===== src/rtl/sha256_hash_engine_assert.svh =====
// Assertion macros for the SHA-256 engine RTL (used by sha_ctrl).
// Expects clk and rst_n in the scope of each use.
`ifndef SHA256_HASH_ENGINE_ASSERT_SVH
`define SHA256_HASH_ENGINE_ASSERT_SVH

// Same-cycle implication.
`define SHA_ASSERT_NOW(label, ante, cons) \
    label: assert property (@(posedge clk) disable iff (!rst_n) (ante) |-> (cons)) \
        else $error("sha256 assertion failed");

// Next-cycle implication.
`define SHA_ASSERT_NEXT(label, ante, cons) \
    label: assert property (@(posedge clk) disable iff (!rst_n) (ante) |=> (cons)) \
        else $error("sha256 assertion failed");

`endif


===== src/rtl/sha_pkg.sv =====
// Types, constants and round functions for the SHA-256 engine.
// No dependencies.
`timescale 1ns / 1ps
`default_nettype none
package sha_pkg;

    typedef enum logic [7:0] {
        S_IDLE  = 8'b0000_0001,
        S_PAD80 = 8'b0000_0010,
        S_ZERO  = 8'b0000_0100,
        S_LEN   = 8'b0000_1000,
        S_LOAD  = 8'b0001_0000,
        S_ROUND = 8'b0010_0000,
        S_ADD   = 8'b0100_0000,
        S_OUT   = 8'b1000_0000
    } state_t;

    typedef enum logic [1:0] {
        SEL_MSG  = 2'd0,
        SEL_PAD  = 2'd1,
        SEL_ZERO = 2'd2,
        SEL_LEN  = 2'd3
    } byte_sel_t;

    typedef struct packed {
        logic      wr_byte;
        byte_sel_t byte_sel;
        logic      load_work;
        logic      round;
        logic      add_hash;
        logic      restart;
        logic [5:0] round_idx;
        logic [2:0] word_idx;
    } cmd_t;

    typedef struct packed {
        logic [5:0] ptr;
    } status_t;

    localparam logic [7:0]  PAD_BYTE = 8'h80;
    localparam logic [5:0]  LEN_POS  = 6'd56;
    localparam logic [5:0]  LAST_POS = 6'd63;

    function automatic logic [31:0] init_word(input logic [2:0] i);
        logic [31:0] r;
        case (i)
            3'd0:    r = 32'h6a09e667;
            3'd1:    r = 32'hbb67ae85;
            3'd2:    r = 32'h3c6ef372;
            3'd3:    r = 32'ha54ff53a;
            3'd4:    r = 32'h510e527f;
            3'd5:    r = 32'h9b05688c;
            3'd6:    r = 32'h1f83d9ab;
            default: r = 32'h5be0cd19;
        endcase
        return r;
    endfunction

    function automatic logic [31:0] round_k(input logic [5:0] i);
        logic [31:0] r;
        case (i)
            6'd0:  r = 32'h428a2f98; 6'd1:  r = 32'h71374491;
            6'd2:  r = 32'hb5c0fbcf; 6'd3:  r = 32'he9b5dba5;
            6'd4:  r = 32'h3956c25b; 6'd5:  r = 32'h59f111f1;
            6'd6:  r = 32'h923f82a4; 6'd7:  r = 32'hab1c5ed5;
            6'd8:  r = 32'hd807aa98; 6'd9:  r = 32'h12835b01;
            6'd10: r = 32'h243185be; 6'd11: r = 32'h550c7dc3;
            6'd12: r = 32'h72be5d74; 6'd13: r = 32'h80deb1fe;
            6'd14: r = 32'h9bdc06a7; 6'd15: r = 32'hc19bf174;
            6'd16: r = 32'he49b69c1; 6'd17: r = 32'hefbe4786;
            6'd18: r = 32'h0fc19dc6; 6'd19: r = 32'h240ca1cc;
            6'd20: r = 32'h2de92c6f; 6'd21: r = 32'h4a7484aa;
            6'd22: r = 32'h5cb0a9dc; 6'd23: r = 32'h76f988da;
            6'd24: r = 32'h983e5152; 6'd25: r = 32'ha831c66d;
            6'd26: r = 32'hb00327c8; 6'd27: r = 32'hbf597fc7;
            6'd28: r = 32'hc6e00bf3; 6'd29: r = 32'hd5a79147;
            6'd30: r = 32'h06ca6351; 6'd31: r = 32'h14292967;
            6'd32: r = 32'h27b70a85; 6'd33: r = 32'h2e1b2138;
            6'd34: r = 32'h4d2c6dfc; 6'd35: r = 32'h53380d13;
            6'd36: r = 32'h650a7354; 6'd37: r = 32'h766a0abb;
            6'd38: r = 32'h81c2c92e; 6'd39: r = 32'h92722c85;
            6'd40: r = 32'ha2bfe8a1; 6'd41: r = 32'ha81a664b;
            6'd42: r = 32'hc24b8b70; 6'd43: r = 32'hc76c51a3;
            6'd44: r = 32'hd192e819; 6'd45: r = 32'hd6990624;
            6'd46: r = 32'hf40e3585; 6'd47: r = 32'h106aa070;
            6'd48: r = 32'h19a4c116; 6'd49: r = 32'h1e376c08;
            6'd50: r = 32'h2748774c; 6'd51: r = 32'h34b0bcb5;
            6'd52: r = 32'h391c0cb3; 6'd53: r = 32'h4ed8aa4a;
            6'd54: r = 32'h5b9cca4f; 6'd55: r = 32'h682e6ff3;
            6'd56: r = 32'h748f82ee; 6'd57: r = 32'h78a5636f;
            6'd58: r = 32'h84c87814; 6'd59: r = 32'h8cc70208;
            6'd60: r = 32'h90befffa; 6'd61: r = 32'ha4506ceb;
            6'd62: r = 32'hbef9a3f7;
            default: r = 32'hc67178f2;
        endcase
        return r;
    endfunction

    function automatic logic [31:0] rotr(input logic [31:0] v, input int unsigned n);
        return (v >> n) | (v << (32 - n));
    endfunction

endpackage
`default_nettype wire


===== src/rtl/sha_ctrl.sv =====
// Sequencer for the SHA-256 engine: byte intake, padding, rounds, digest output.
// Depends on sha_pkg and sha256_hash_engine_assert.svh.
`timescale 1ns / 1ps
`default_nettype none
`include "sha256_hash_engine_assert.svh"
module sha_ctrl (
    input  wire logic            clk,
    input  wire logic            rst_n,
    input  wire logic            in_valid,
    output logic                 in_stall,
    input  wire logic            byte_valid,
    input  wire logic            is_last,
    output logic                 out_valid,
    input  wire logic            out_stall,
    output logic                 last_word,
    input  wire sha_pkg::status_t status,
    output sha_pkg::cmd_t        cmd
);
    import sha_pkg::*;

    state_t     state_reg, state_next;
    state_t     ret_reg, ret_next;
    logic [5:0] round_cnt_reg, round_cnt_next;
    logic [2:0] out_cnt_reg, out_cnt_next;
    logic       wrap;

    assign wrap      = (status.ptr == LAST_POS);
    assign in_stall  = (state_reg != S_IDLE);
    assign out_valid = (state_reg == S_OUT);
    assign last_word = (out_cnt_reg == 3'd7);

    always_comb
    begin
        state_next     = state_reg;
        ret_next       = ret_reg;
        round_cnt_next = round_cnt_reg;
        out_cnt_next   = out_cnt_reg;
        cmd            = '0;
        cmd.byte_sel   = SEL_MSG;
        cmd.round_idx  = round_cnt_reg;
        cmd.word_idx   = out_cnt_reg;
        case (state_reg)
            S_IDLE:
            begin
                if (in_valid)
                begin
                    if (byte_valid)
                    begin
                        cmd.wr_byte = 1'b1;
                        if (wrap)
                        begin
                            ret_next   = is_last ? S_PAD80 : S_IDLE;
                            state_next = S_LOAD;
                        end
                        else if (is_last)
                        begin
                            state_next = S_PAD80;
                        end
                    end
                    else if (is_last)
                    begin
                        state_next = S_PAD80;
                    end
                end
            end
            S_PAD80:
            begin
                cmd.wr_byte  = 1'b1;
                cmd.byte_sel = SEL_PAD;
                if (wrap)
                begin
                    ret_next   = S_ZERO;
                    state_next = S_LOAD;
                end
                else
                begin
                    state_next = S_ZERO;
                end
            end
            S_ZERO:
            begin
                if (status.ptr == LEN_POS)
                begin
                    state_next = S_LEN;
                end
                else
                begin
                    cmd.wr_byte  = 1'b1;
                    cmd.byte_sel = SEL_ZERO;
                    if (wrap)
                    begin
                        ret_next   = S_ZERO;
                        state_next = S_LOAD;
                    end
                end
            end
            S_LEN:
            begin
                cmd.wr_byte  = 1'b1;
                cmd.byte_sel = SEL_LEN;
                if (wrap)
                begin
                    ret_next   = S_OUT;
                    state_next = S_LOAD;
                end
            end
            S_LOAD:
            begin
                cmd.load_work  = 1'b1;
                round_cnt_next = '0;
                state_next     = S_ROUND;
            end
            S_ROUND:
            begin
                cmd.round      = 1'b1;
                round_cnt_next = round_cnt_reg + 6'd1;
                if (round_cnt_reg == 6'd63)
                begin
                    state_next = S_ADD;
                end
            end
            S_ADD:
            begin
                cmd.add_hash = 1'b1;
                out_cnt_next = '0;
                state_next   = ret_reg;
            end
            S_OUT:
            begin
                if (!out_stall)
                begin
                    out_cnt_next = out_cnt_reg + 3'd1;
                    if (out_cnt_reg == 3'd7)
                    begin
                        cmd.restart = 1'b1;
                        state_next  = S_IDLE;
                    end
                end
            end
            default:
            begin
                state_next = S_IDLE;
            end
        endcase
    end

    always_ff @(posedge clk or negedge rst_n)
    begin
        if (!rst_n)
        begin
            state_reg     <= S_IDLE;
            ret_reg       <= S_IDLE;
            round_cnt_reg <= '0;
            out_cnt_reg   <= '0;
        end
        else
        begin
            state_reg     <= state_next;
            ret_reg       <= ret_next;
            round_cnt_reg <= round_cnt_next;
            out_cnt_reg   <= out_cnt_next;
        end
    end

    `SHA_ASSERT_NOW(a_no_intake_while_out, out_valid, in_stall)
    `SHA_ASSERT_NEXT(a_round_to_add, (state_reg == S_ROUND) && (round_cnt_reg == 6'd63), state_reg == S_ADD)
    `SHA_ASSERT_NEXT(a_out_hold, out_valid && out_stall, out_valid && $stable(out_cnt_reg))
    `SHA_ASSERT_NEXT(a_load_then_round, state_reg == S_LOAD, (state_reg == S_ROUND) && (round_cnt_reg == 6'd0))

endmodule
`default_nettype wire


===== src/rtl/sha_datapath.sv =====
// Datapath for the SHA-256 engine: block buffer and schedule window, working
// variables, hash words and byte counter. Depends on sha_pkg.
`timescale 1ns / 1ps
`default_nettype none
module sha_datapath (
    input  wire logic            clk,
    input  wire logic            rst_n,
    input  wire sha_pkg::cmd_t   cmd,
    input  wire logic [7:0]      message_byte,
    output sha_pkg::status_t     status,
    output logic [31:0]          digest_word
);
    import sha_pkg::*;

    logic [31:0] hash_reg [8];
    logic [31:0] work_reg [8];
    logic [31:0] work_next [8];
    logic [31:0] w_reg [16];
    logic [31:0] w_next [16];
    logic [60:0] total_reg;
    logic [5:0]  ptr_reg;
    logic [63:0] bit_len;
    logic [7:0]  wr_val;
    logic [31:0] s0, s1, sched, wt, t1, t2, e, a;

    assign status.ptr  = ptr_reg;
    assign digest_word = hash_reg[cmd.word_idx];
    assign bit_len     = {total_reg, 3'b000};

    always_comb
    begin
        case (cmd.byte_sel)
            SEL_MSG:  wr_val = message_byte;
            SEL_PAD:  wr_val = PAD_BYTE;
            SEL_ZERO: wr_val = 8'h00;
            SEL_LEN:  wr_val = 8'(bit_len >> (6'd8 * (3'd7 - ptr_reg[2:0])));
            default:  wr_val = 8'h00;
        endcase
    end

    always_comb
    begin
        s1 = rotr(w_reg[14], 17) ^ rotr(w_reg[14], 19) ^ (w_reg[14] >> 10);
        s0 = rotr(w_reg[1], 7) ^ rotr(w_reg[1], 18) ^ (w_reg[1] >> 3);
        sched = s1 + w_reg[9] + s0 + w_reg[0];
        wt = (cmd.round_idx[5:4] == 2'b00) ? w_reg[0] : sched;
        e  = work_reg[4];
        a  = work_reg[0];
        t1 = work_reg[7] + (rotr(e, 6) ^ rotr(e, 11) ^ rotr(e, 25))
           + ((e & work_reg[5]) ^ (~e & work_reg[6])) + round_k(cmd.round_idx) + wt;
        t2 = (rotr(a, 2) ^ rotr(a, 13) ^ rotr(a, 22))
           + ((a & work_reg[1]) ^ (a & work_reg[2]) ^ (work_reg[1] & work_reg[2]));
    end

    always_comb
    begin
        w_next    = w_reg;
        work_next = work_reg;
        if (cmd.wr_byte)
        begin
            w_next[ptr_reg[5:2]][8 * (3 - ptr_reg[1:0]) +: 8] = wr_val;
        end
        if (cmd.load_work)
        begin
            work_next = hash_reg;
        end
        if (cmd.round)
        begin
            for (int i = 0; i < 15; i++)
            begin
                w_next[i] = w_reg[i + 1];
            end
            w_next[15]   = wt;
            work_next[7] = work_reg[6];
            work_next[6] = work_reg[5];
            work_next[5] = work_reg[4];
            work_next[4] = work_reg[3] + t1;
            work_next[3] = work_reg[2];
            work_next[2] = work_reg[1];
            work_next[1] = work_reg[0];
            work_next[0] = t1 + t2;
        end
    end

    always_ff @(posedge clk)
    begin
        w_reg    <= w_next;
        work_reg <= work_next;
    end

    always_ff @(posedge clk or negedge rst_n)
    begin
        if (!rst_n)
        begin
            for (int i = 0; i < 8; i++)
            begin
                hash_reg[i] <= init_word(3'(i));
            end
            total_reg <= '0;
            ptr_reg   <= '0;
        end
        else
        begin
            if (cmd.wr_byte)
            begin
                ptr_reg <= ptr_reg + 6'd1;
            end
            if (cmd.wr_byte && (cmd.byte_sel == SEL_MSG))
            begin
                total_reg <= total_reg + 61'd1;
            end
            if (cmd.add_hash)
            begin
                for (int i = 0; i < 8; i++)
                begin
                    hash_reg[i] <= hash_reg[i] + work_reg[i];
                end
            end
            if (cmd.restart)
            begin
                for (int i = 0; i < 8; i++)
                begin
                    hash_reg[i] <= init_word(3'(i));
                end
                total_reg <= '0;
                ptr_reg   <= '0;
            end
        end
    end

endmodule
`default_nettype wire


===== src/rtl/sha256_hash_engine.sv =====
// Top level of the SHA-256 engine: joins the sequencer and the datapath.
// Depends on sha_pkg, sha_ctrl and sha_datapath.
//
//   channel   handshake              payload
//   input     in_valid / in_stall    message_byte, byte_valid, is_last
//   output    out_valid / out_stall  digest_word, last_word
//
// A byte request is taken while idle; the 64th byte of a block starts the
// compression (load, 64 rounds at one per cycle, hash add). A finishing
// request pads one byte per cycle (pausing on a full block) to position 56,
// writes 8 length bytes, runs one or two compressions, then offers 8 digest
// words. in_stall is high whenever the sequencer is not waiting for input.
// Reset restores the initial hash words and clears the byte count.
`timescale 1ns / 1ps
`default_nettype none
module sha256_hash_engine (
    input  wire logic        clk,
    input  wire logic        rst_n,
    input  wire logic        in_valid,
    output logic             in_stall,
    input  wire logic [7:0]  message_byte,
    input  wire logic        byte_valid,
    input  wire logic        is_last,
    output logic             out_valid,
    input  wire logic        out_stall,
    output logic [31:0]      digest_word,
    output logic             last_word
);
    import sha_pkg::*;

    cmd_t    cmd;
    status_t status;

    sha_ctrl u_ctrl (
        .clk        (clk),
        .rst_n      (rst_n),
        .in_valid   (in_valid),
        .in_stall   (in_stall),
        .byte_valid (byte_valid),
        .is_last    (is_last),
        .out_valid  (out_valid),
        .out_stall  (out_stall),
        .last_word  (last_word),
        .status     (status),
        .cmd        (cmd)
    );

    sha_datapath u_datapath (
        .clk          (clk),
        .rst_n        (rst_n),
        .cmd          (cmd),
        .message_byte (message_byte),
        .status       (status),
        .digest_word  (digest_word)
    );

endmodule
`default_nettype wire

===== config.mk =====
export PLATFORM = sky130hd
export DESIGN_NAME = sha256_hash_engine
export DESIGN_NICKNAME = d
export VERILOG_FILES = /design/src/rtl/sha_pkg.sv /design/src/rtl/sha_ctrl.sv /design/src/rtl/sha_datapath.sv /design/src/rtl/sha256_hash_engine.sv
export VERILOG_INCLUDE_DIRS = /design/src /design/src/rtl
export SDC_FILE = /design/constraint.sdc
export NUM_CORES = 2
export LEC_CHECK = 0
export ABC_AREA = 1
export BUFFER_PORTS_ARGS = -buffer_cell sky130_fd_sc_hd__buf_2
export CAP_MARGIN = 20
export CORE_UTILIZATION = 65
export CTS_CLUSTER_DIAMETER = 80
export CTS_CLUSTER_SIZE = 40
export DETAILED_ROUTE_END_ITERATION = 10
export PLACE_DENSITY_LB_ADDON = 0.15
export SYNTH_ARGS = -nofsm -noshare
export SYNTH_HDL_FRONTEND = slang
export SYNTH_SLANG_ARGS = --single-unit

===== constraint.sdc =====
create_clock -name clk -period 11.2 [get_ports clk]
set_input_delay 0.56 -clock clk [delete_from_list [all_inputs] [get_ports clk]]
set_output_delay 0.56 -clock clk [all_outputs]
set_load 0.005 [all_outputs]

After elaboration in Yosys (flattened, before gate mapping)
Memory sizes are Yosys's and may differ from the RTL's.
Index checks and enable logic that the tools add are counted.
{ "op_classes": {"n_addsub": 25, "order_cmp": 3, "n_eq_ne": 24, "shift": 3, "muxes": 51, "bitwise_logic": 29, "n_reduce_logical": 16} }
{ "op_table": {"columns": ["cell", "count"], "rows": [
  ["256-bit two-way mux", 4],
  ["512-bit two-way mux", 2],
  ["32-bit adder", 18],
  ["512-bit bitwise mux", 1],
  ["32-bit XOR", 9],
  ["32-bit bitwise AND", 5],
  ["32-bit demux with 4-bit select", 1],
  ["32-bit two-way mux", 4],
  ["61-bit two-way mux", 2],
  ["8-bit two-way mux", 15],
  ["32-bit binary-select mux with 3-bit select", 1],
  ["8-bit case mux with 4 select lines", 2],
  ["8-bit case mux with 8 select lines", 1],
  ["64-bit by 6-bit right shift with 8-bit output", 1],
  ["61-bit by 1-bit adder with 61-bit output, second input constant", 1],
  ["32-bit negation with 34-bit output", 1],
  ["8-bit by 34-bit variable shift with 32-bit output, first input constant", 1],
  ["8-bit by 34-bit variable part select with 32-bit output", 1],
  ["32-bit NOT", 1],
  ["10-bit by 32-bit OR with 32-bit output", 1],
  ["13-bit by 32-bit OR with 32-bit output", 1],
  ["14-bit by 32-bit OR with 32-bit output", 1],
  ["15-bit by 32-bit OR with 32-bit output", 1],
  ["19-bit by 32-bit OR with 32-bit output", 1],
  ["48 further kinds", 75]
]} }
{ "word_totals": {"reg_bits": 1116, "rom_bits": 2048, "inputBits": 14, "out_inout_bits": 35, "wordCells": 190, "mem_count": 1} }
{ "memory_table": {"columns": ["name", "words", "word_bits", "read_ports", "rd_clocked_by_memory_dff", "wr", "line", "source"], "rows": [
  ["(name not given)", 64, 32, 1, 0, 0, "sha_pkg.sv:61", "case (i)"]
]} }

Logic depth before layout (Yosys ltp)
{ "depth": {"depth_word": 10, "depth_mapped": 50, "depth_no_buf": 50} }

By module
From an unflattened synthesis, not the netlist that was laid out.
{ "hier_totals": {"cells_unflattened": 9995, "hier_area_um2": 80562.3} }
{ "modules_own_cells": {"columns": ["module", "instances", "cells_per_inst", "area_each_um2", "seq_area_each_um2"], "rows": [
  ["sha_datapath", 1, 9798, 79143.4, 31315.0],
  ["sha_ctrl", 1, 197, 1418.9, 528.0]
]} }

Worst setup path after synthesis
Ideal clock, no wire load.
{ "synth_path": {"path_kind": "reg-to-reg", "startpoint": "register u_datapath.w_reg[456] in the netlist's numbering", "endpoint": "register u_datapath.work_reg (netlist bit u_datapath.a[31]) (data pin)", "setup_ns": 0.254, "arrival_ns": 7.977, "t_required_ns": 10.946, "setup_slack_ns": 2.969, "stages_incl_launch_ff": 43, "path_buffers": 0, "period_less_slack_ns": 8.231, "path_cell_list": "edfxtp_1 > xnor2_1 > xor2_1 > inv_1 > fa_1 > inv_1 > fa_1 > inv_1 > ha_1 > fa_1 > nand2_1 > nand3_1 > and2_1 > xor2_1 > o21ai_0 > fa_1 > fa_1 > inv_1 > [... 7 more ...] > a21oi_1 > o21ai_1 > xor2_1 > inv_1 > fa_1 > inv_1 > ha_1 > a21oi_1 > o21ai_0 > a21oi_1 > nand3_1 > a21o_1 > a21oi_1 > o21ai_0 > inv_1 > nand2_1 > nand3_1 > nand2_1"} }
{ "synth_lines": {"columns": ["element", "line", "source"], "rows": [
  ["from (decl)", "sha_datapath.sv:18", "logic [31:0] w_reg [16];"],
  ["from (signal assigned)", "sha_datapath.sv:87", "w_reg <= w_next;"],
  ["to (signal assigned)", "sha_datapath.sv:88", "work_reg <= work_next;"],
  ["to (decl)", "sha_datapath.sv:16", "logic [31:0] work_reg [8];"]
]} }

==> qor.txt <==
synth top area cells - edfxtp_1, nand2_1, o21ai_0
reported max-cap violation count - 0
clk_lat worst skew - 0.78 ns
I/O pin cnt - 49
H-tree depth - 2
setup ws final - 0.851 ns
Tcrit/Tclk final - 0.924
most frequent cells in the layout - nand2_1, o21ai_0, inv_1, edfxtp_1, a21oi_1
gr usage total - 0.472
RSZ-0062 raised after global routing - false
worst relative slew slack - 0.121
max FFs per register - 512
fin util - 0.691
VDD IR-drop max - 0.215 mV
post-route ant nets - 0
Die ar. - 124000 sq um
CORE AREA - 121000 sq um
grt total ovfl - 0
cell area after layout - 83300 sq um
Initial Util - 0.659
ys flop type - edfxtp_1
first-pass GRT wire length - 435000 um
NumNets Final - 10300
post-CTS sizing - 0
postcts setup bufs - 0
Longest Clk Path Bufs - 3
Synth area leader - edfxtp_1
Via density - 6.63
Worst Setup End Kind - flop
row cnt - 127
TritonCTS Buffers - 60
status - finished clean
I/O Buffers - 48
Tightest Pin Transition - 1.32 ns
placed cell count - 11200
Startpoint Class - flop
Cell Area, Placed - 80900 sq um
Post-synth ARST share - 0.309
vias in the first global route - 70700
via count - 75200
Initial DRC Count - 12100
layout cells sized above 1 - 0.0470
CTS sink cnt - 1112
DRT Wirelength - 297000 um
DRT Pass-1 Iters - 9
initial antenna violation count - 12
Synthesis Warnings - 0
DR DRC count - 0
Critical Path RT - 11.67 ns
Final GP Congestion - 1.12
Post-Layout Cell Count - 11300
skew final - 0.0588 ns
die width - 352 um
Setup CP Type - flop to flop
Detail Placement HPWL - 223000 um
Final min period - 10.35 ns
Critical-path top delay cell - o21ai_0
CTS tree - done
Synth top area share - 0.290
Die Y - 352 um
CP max stage delay - 0.65 ns
sequential-to-total area share from yosys stat - 0.401
Worst Path Max Fanout - 5
setup violators final - 0
post-synthesis cell area - 79500 sq um
power per cell area - 220 nW/um^2
Final Hold Vio Count - 0
Syn-to-layout area delta - 4.81%
Net Count, Synth - 10500
CTS root buffer - clkbuf_16
pre-CTS setup slack - 1.20 ns
Post-synth EDFFs - 768
Synth Area per Inst - 8.05 sq um
Unique masters post-synth - 79
Avg WL per Cell - 26.2 um
most common library cell in the layout ignoring fill and taps - nand2_1
WP data arrival - 10.82 ns
leakage - 36.4 nW
largest net degree at the start of global routing - 184
Max Transition Viols Final - 0
clk slew on worst S/H paths - 0.13 ns
Post-Syn Instances - 9871
CP most frequent cell - o21ai_0
Peak Freq - 0.0966 GHz
Synth Register Bits - 1112
TNS Setup - 0 ns
worst min path class - input port to flop
## power breakdown
part / total [W] / internal (W) / switching (W) / leakage (nW)
Clock: 0.00289 / 0.00116 / 0.00173 / 1.10
Combinational: 0.0101 / 0.00307 / 0.00707 / 24.4
Sequential: 0.00530 / 0.00489 / 0.000412 / 10.9
Total: 0.0183 / 0.00912 / 0.00920 / 36.4
## through the flow
step / hold WS (ns) / power (W)
floorplan: 0.264 / 0.0119
global placement: 0.474 / 0.0148
detailed placement: 0.486 / 0.0149
CTS: 0.0592 / 0.0178
global route: 0.112 / 0.0192
finish: 0.0761 / 0.0183
## routing by layer
layer | track usage | up-vias | routed length, um
met5 | 0 | - | 80
li1 | - | 32900 | -
met2 | 0.696 | 5889 | 124000
met3 | 0.149 | 1148 | 45500
met1 | 0.618 | 35300 | 106000
met4 | 0.261 | 12 | 20300
## synth_stat cells (all sizes together), types with 195 or more instances
library cell and count:
xor2 256, nor2 672, a21oi 670, clkbuf 315, nand3 275, fa 195
nand2 2182, inv 1262, dfrtp 206, o21ai 1397, ha 398, o22ai 207
edfxtp 768
## repair_timing
| action | CTS | global route |
|---|---|---|
| hold endpoints to repair | 42 | 0 |
| hold buffers | 1 | 0 |
| endpoints found under the setup margin | 0 | 0 |
## final cells by class
cell class	count	area, sq um
Clock buffer	63	1510
Tap cell	1612	2020
Antenna cell	8	20.0
Inverter	1264	4770
Multi-Input combinational cell	7109	41400
Sequential cell	1112	31800
Fill cell	9644	37300
Clock inverter	49	822
Timing Repair Buffer	122	901
## path summary, 6_finish.rpt
| path | from | endpoint | slack (ns) | cells past startpoint |
|---|---|---|---|---|
| setup / recovery | u_datapath.w_reg[468]$_DFFE_PP_ | u_datapath.a[22]$_DFFE_PP_ | 0.85 | 36 |
| hold / removal | is_last | u_ctrl.ret_reg[1]$_DFFE_PN0P_ | 0.08 | 3 |
| setup reg to reg | u_datapath.w_reg[468]$_DFFE_PP_ | u_datapath.a[22]$_DFFE_PP_ | 0.85 | 36 |
| hold reg to reg | u_datapath.hash_reg[60]$_DFFE_PN1P_ | u_datapath.hash_reg[60]$_DFFE_PN1P_ | 0.51 | 2 |
| max in group asynchronous | rst_n | u_datapath.hash_reg[62]$_DFFE_PN0P_ | 8.76 | 4 |
| min in group asynchronous | rst_n | u_datapath.total_reg[40]$_DFFE_PN0P_ | 0.35 | 2 |
## logic make-up after synthesis
logic type | after synthesis | share of synthesized area
AND/OR/NAND/NOR | 3403 | 0.175
AO/OA/AOI/OAI | 2659 | 0.183
buffers and inverters | 1650 | 0.0786
flip-flops | 1112 | 0.401
adder cells (fa/ha/maj) | 608 | 0.114
XOR/XNOR | 439 | 0.0484
## worst max-delay path: cells and delay by family, from the launching register on
family                     cells  cell delay, ns
AOI/OAI and AO/OA             12            3.41
xor gates and xnor gates       4            1.28
adders and majority gates      8            3.55
buffers and inverters          4            0.22
DFF                            1            0.50
and+or+nand+nor                8            1.04
Note: power is estimated with default switching activity, not from simulation.
